**src/hdl/ttl_cache_slot_policy_assert.svh**
```systemverilog
// Assertion macros used by the RTL file tcsp_back.
// Each expects signals named clk and rst_n in the using scope.
`ifndef TTL_CACHE_SLOT_POLICY_ASSERT_SVH
`define TTL_CACHE_SLOT_POLICY_ASSERT_SVH

// Same-cycle implication, checked out of reset.
`define TCSP_ASSERT_IMP(lbl, ante, cons, msg) \
    lbl: assert property (@(posedge clk) disable iff (!rst_n) (ante) |-> (cons)) \
        else $error(msg);

// Next-cycle implication, checked out of reset.
`define TCSP_ASSERT_NXT(lbl, ante, cons, msg) \
    lbl: assert property (@(posedge clk) disable iff (!rst_n) (ante) |=> (cons)) \
        else $error(msg);

`endif

```
**src/hdl/tcsp_pkg.sv**
```systemverilog
package tcsp_pkg;

    // table geometry
    localparam int ENTRIES = 5;
    localparam int IDX_W   = $clog2(ENTRIES);
    localparam int CNT_W   = $clog2(ENTRIES + 1);

    // field widths
    localparam int OP_W    = 2;
    localparam int KEY_W   = 64;
    localparam int TTL_W   = 32;
    localparam int BUF_W   = 3;
    localparam int CAUSE_W = 2;

    // command queue between front and back
    localparam int QUEUE_DEPTH = 2;
    localparam int QPTR_W      = $clog2(QUEUE_DEPTH);
    localparam int QCNT_W      = $clog2(QUEUE_DEPTH + 1);

    typedef enum logic [OP_W-1:0] {
        OP_LOOKUP = 2'd0,
        OP_INSERT = 2'd1,
        OP_TICK   = 2'd2,
        OP_NOP    = 2'd3
    } op_t;

    typedef enum logic [CAUSE_W-1:0] {
        CAUSE_NONE    = 2'd0,
        CAUSE_EXPIRED = 2'd1,
        CAUSE_OLDEST  = 2'd2
    } cause_t;

    // classified command: arg is the TTL on insert, the elapsed time on tick
    typedef struct packed {
        op_t              op;
        logic [KEY_W-1:0] key;
        logic [TTL_W-1:0] arg;
    } cmd_t;

endpackage

```
**src/hdl/tcsp_queue.sv**
```systemverilog
module tcsp_queue
    import tcsp_pkg::*;
(
    input  logic clk,
    input  logic rst_n,
    input  logic push_valid,
    output logic push_ready,
    input  cmd_t push_cmd,
    output logic pop_valid,
    input  logic pop_ready,
    output cmd_t pop_cmd
);

    cmd_t              mem_reg [QUEUE_DEPTH];
    logic [QPTR_W-1:0] wr_ptr_reg, wr_ptr_next;
    logic [QPTR_W-1:0] rd_ptr_reg, rd_ptr_next;
    logic [QCNT_W-1:0] cnt_reg, cnt_next;
    logic              push, pop;

    assign push_ready = (cnt_reg != QCNT_W'(QUEUE_DEPTH));
    assign pop_valid  = (cnt_reg != '0);
    assign pop_cmd    = mem_reg[rd_ptr_reg];
    assign push       = push_valid && push_ready;
    assign pop        = pop_valid && pop_ready;

    // pointer and fill bookkeeping
    always_comb
    begin
        wr_ptr_next = wr_ptr_reg;
        rd_ptr_next = rd_ptr_reg;
        cnt_next    = cnt_reg;
        if (push)
        begin
            wr_ptr_next = (wr_ptr_reg == QPTR_W'(QUEUE_DEPTH - 1)) ? '0 : wr_ptr_reg + 1'b1;
        end
        if (pop)
        begin
            rd_ptr_next = (rd_ptr_reg == QPTR_W'(QUEUE_DEPTH - 1)) ? '0 : rd_ptr_reg + 1'b1;
        end
        if (push && !pop)
        begin
            cnt_next = cnt_reg + 1'b1;
        end
        else if (pop && !push)
        begin
            cnt_next = cnt_reg - 1'b1;
        end
    end

    always_ff @(posedge clk or negedge rst_n)
    begin
        if (!rst_n)
        begin
            wr_ptr_reg <= '0;
            rd_ptr_reg <= '0;
            cnt_reg    <= '0;
        end
        else
        begin
            wr_ptr_reg <= wr_ptr_next;
            rd_ptr_reg <= rd_ptr_next;
            cnt_reg    <= cnt_next;
        end
    end

    // storage, no reset
    always_ff @(posedge clk)
    begin
        if (push)
        begin
            mem_reg[wr_ptr_reg] <= push_cmd;
        end
    end

endmodule

```
**config.mk**
```make
export PLATFORM = sky130hd
export DESIGN_NAME = tcsp_queue
export DESIGN_NICKNAME = d
export VERILOG_FILES = /design/src/hdl/ttl_cache_slot_policy_assert.svh /design/src/hdl/tcsp_pkg.sv /design/src/hdl/tcsp_queue.sv
export SDC_FILE = /design/constraint.sdc
export NUM_CORES = 1
export LEC_CHECK = 0
export BUFFER_PORTS_ARGS = -buffer_cell sky130_fd_sc_hd__buf_4
export CAP_MARGIN = 40
export CORE_MARGIN = 3
export CORE_UTILIZATION = 46
export CTS_BUF_LIST = sky130_fd_sc_hd__clkbuf_4
export DETAILED_ROUTE_END_ITERATION = 10
export PLACE_DENSITY = 0.7
export SYNTH_ARGS = -nofsm -noshare
export SYNTH_HDL_FRONTEND = slang
export SYNTH_SLANG_ARGS = --single-unit
```
**constraint.sdc**
```tcl
create_clock -name clk -period 11.4 [get_ports clk]
set_input_delay 1.14 -clock clk [delete_from_list [all_inputs] [get_ports clk]]
set_output_delay 1.14 -clock clk [all_outputs]
set_load 0.02 [all_outputs]
```
==> run metrics <==
outcome=finished, final reports clean; core footprint=15400 µm²; worst setup path startpoint=rd_ptr_reg$_DFFE_PN0P_; Cell Chain, Critical Path=buf_4 > mux2_2 > buf_4; largest stage delay on the critical path=880 ps; Final Hold Viols=0; Final #Nets=639; RSZ-0062 raised after global routing=no; Max-slew headroom=49.4%; R2R depth=3; Critical Path Start Type=register; R2R Path End=mem_reg[1][92]$_DFFE_PP_; clock tree root driver cell=clkbuf_4; Clk pwr share=14.2%; worst reg-to-reg setup slack=9060 ps; # Post-CTS Setup Buffers=0; IO Count=202; vias in the first global route=3992; CP Data Arrival Time=2780 ps; synthesized instance count=323; CTS Buf Count=17; area grow syn2layout=27.2%; max-slew violations=0; critical path's most frequent cell=buf_4; DIE AREA=17400 µm²; Power Internal=1.52 mW; CP max stage cell=dfrtp_4; cts repair resizes=0; pwr/cell area=245 nW/µm²; WHS=354 ps; CTS clk-pin slew, worst paths=140 ps; logic gate share of total power=38.5%; synth unique cells=15; All-Layer GR Usage=15.4%; Die X-Extent=132 µm; Row Count=45; post-DP HPWL=8800 µm; routed length per instance=17.3 µm; Final Setup Violations=0; Clock Sinks=200; met1 usage in global routing=17.5%; TritonRoute pass-1 iters=4; Psw=0.753 mW; hold crit path type=in2async; YS warnings=0; most frequent cells in the layout=buf_4, edfxtp_1, mux2_2; Max-Cap Viols=0; initial core utilization=47.5%; leakage=3.46 nW; multi-input logic area=1240 µm²; FF+latch count, synth=200; Detail Route Antenna Nets=0; met2 usage=25.6%; total negative slack=0 ps; drt first-iter violations=187; crit path max fanout=55; max FFs per register=196; grt total ovfl=0; origin of the critical flop-to-flop path=cnt_reg[0]$_DFFE_PN0P_; Avg Cell Area, Syn=22.6 µm²; Tcrit/Tclk final=34.4%; largest net degree at the start of global routing=57; Setup CP Type=reg2out; Post-Route Skew=15.5 ps; CTS tree=done; Net Sw Frac=33.1%; Chip Height=132 µm; via count=3614; fillers=1174; Peak VDD IR=0.000135 V; mapped cell area=7290 µm²; Syn Nets=426; area leader, netlist=edfxtp_1; DRC=0; Clock Latency Late Sink=550 ps; Port Buffer Count=201; Hold-fix buffers, CTS=0; diode count=0; initial antenna violation count=0; Worst Max-Slew Pin Slew=759 ps; min Tclk post-route=3920 ps; wirelength, routed=13100 µm; Global Route met3 Usage=7.10%; share of post-route cells with drive strength above 1=61.3%; vias per cell=4.76; register share of total power=47.3%; CP Capture Type=output pin; fin util=60.4%; fmax=0.255 GHz; Synth top area share=80.7%; CP required=10260 ps; first-pass GRT wire length=20500 µm; CTS Buffer Depth=2; grt peak-use layer=met2; Final GP Congestion=0.703; Area contributors post-synth=edfxtp_1, mux2_2, mux2_4; H-tree levels=4; sequential share of the synthesized area=82.1%; commonest non-fill, non-tap cell in the layout=buf_4; register area=5990 µm²
## how the worst max path moves through the flow
| stage | end | slack, ps |
|---|---|---|
| after floorplan | mem_reg[0][0]$_DFFE_PP_ | 5530 |
| after global placement | pop_cmd[40] | 8050 |
| after detailed placement | pop_cmd[16] | 8040 |
| after CTS | pop_cmd[31] | 7360 |
| after global routing | pop_cmd[31] | 7270 |
| final | pop_cmd[31] | 7480 |
## power groups by stage
stage	clock network, mW	logic, mW	registers [mW]
floorplan	0	0.582	1.07
global placement	0	0.884	1.09
detailed placement	0	0.889	1.10
CTS	0.339	0.893	1.08
global route	0.368	0.933	1.09
finish	0.323	0.875	1.07
## synth_stat cells (all sizes together)
| cell | n |
|---|---|
| ha | 1 |
| mux2 | 98 |
| edfxtp | 196 |
| xor2 | 2 |
| or2 | 1 |
| nor2 | 2 |
| dfrtp | 4 |
| nand2 | 2 |
| buf | 11 |
| and3 | 1 |
| nand2b | 1 |
| xnor2 | 3 |
| inv | 1 |
## worst max-delay path, delay by kind of cell (launching register included)
family	cells	cell delay, ps
flip-flops	1	880
buffers and inverters	2	870
multiplexers	1	430
## cells by family after synthesis
kind of cell | Yosys count | synth area share, %
buffers and inverters | 12 | 1.06
AND/OR/NAND/NOR | 7 | 0.463
adder cells (fa/ha/maj) | 1 | 0.171
flip-flops | 200 | 82.1
multiplexers | 98 | 15.6
XOR/XNOR | 5 | 0.600
## metrics by stage
step                instances  power [mW]  worst slack (ps)  cell area, µm²
CTS                       759        2.31              7360            9280
floorplan                 323        1.65              5530            7290
global placement          728        1.97              8050            9040
global route              759        2.39              7270            9280
finish                    759        2.27              7480            9280
detailed placement        728        1.98              8040            9040
## layout make-up
cell class                 count  share of cell area, %
multi-input combinational    111                   13.4
tap                          211                   2.84
sequential                   200                   64.5
inverter                       1                 0.0404
clock buffer                  18                   1.46
timing repair buffer         205                   16.6
clock inverter                13                   1.15
## per-layer routing
metal  vias up  wire, µm
met1      1757      5050
met5         -         0
met3        18      1130
met4         0       271
li1       1700         -
met2       139      6670
Note: power is estimated with default switching activity, not from simulation.
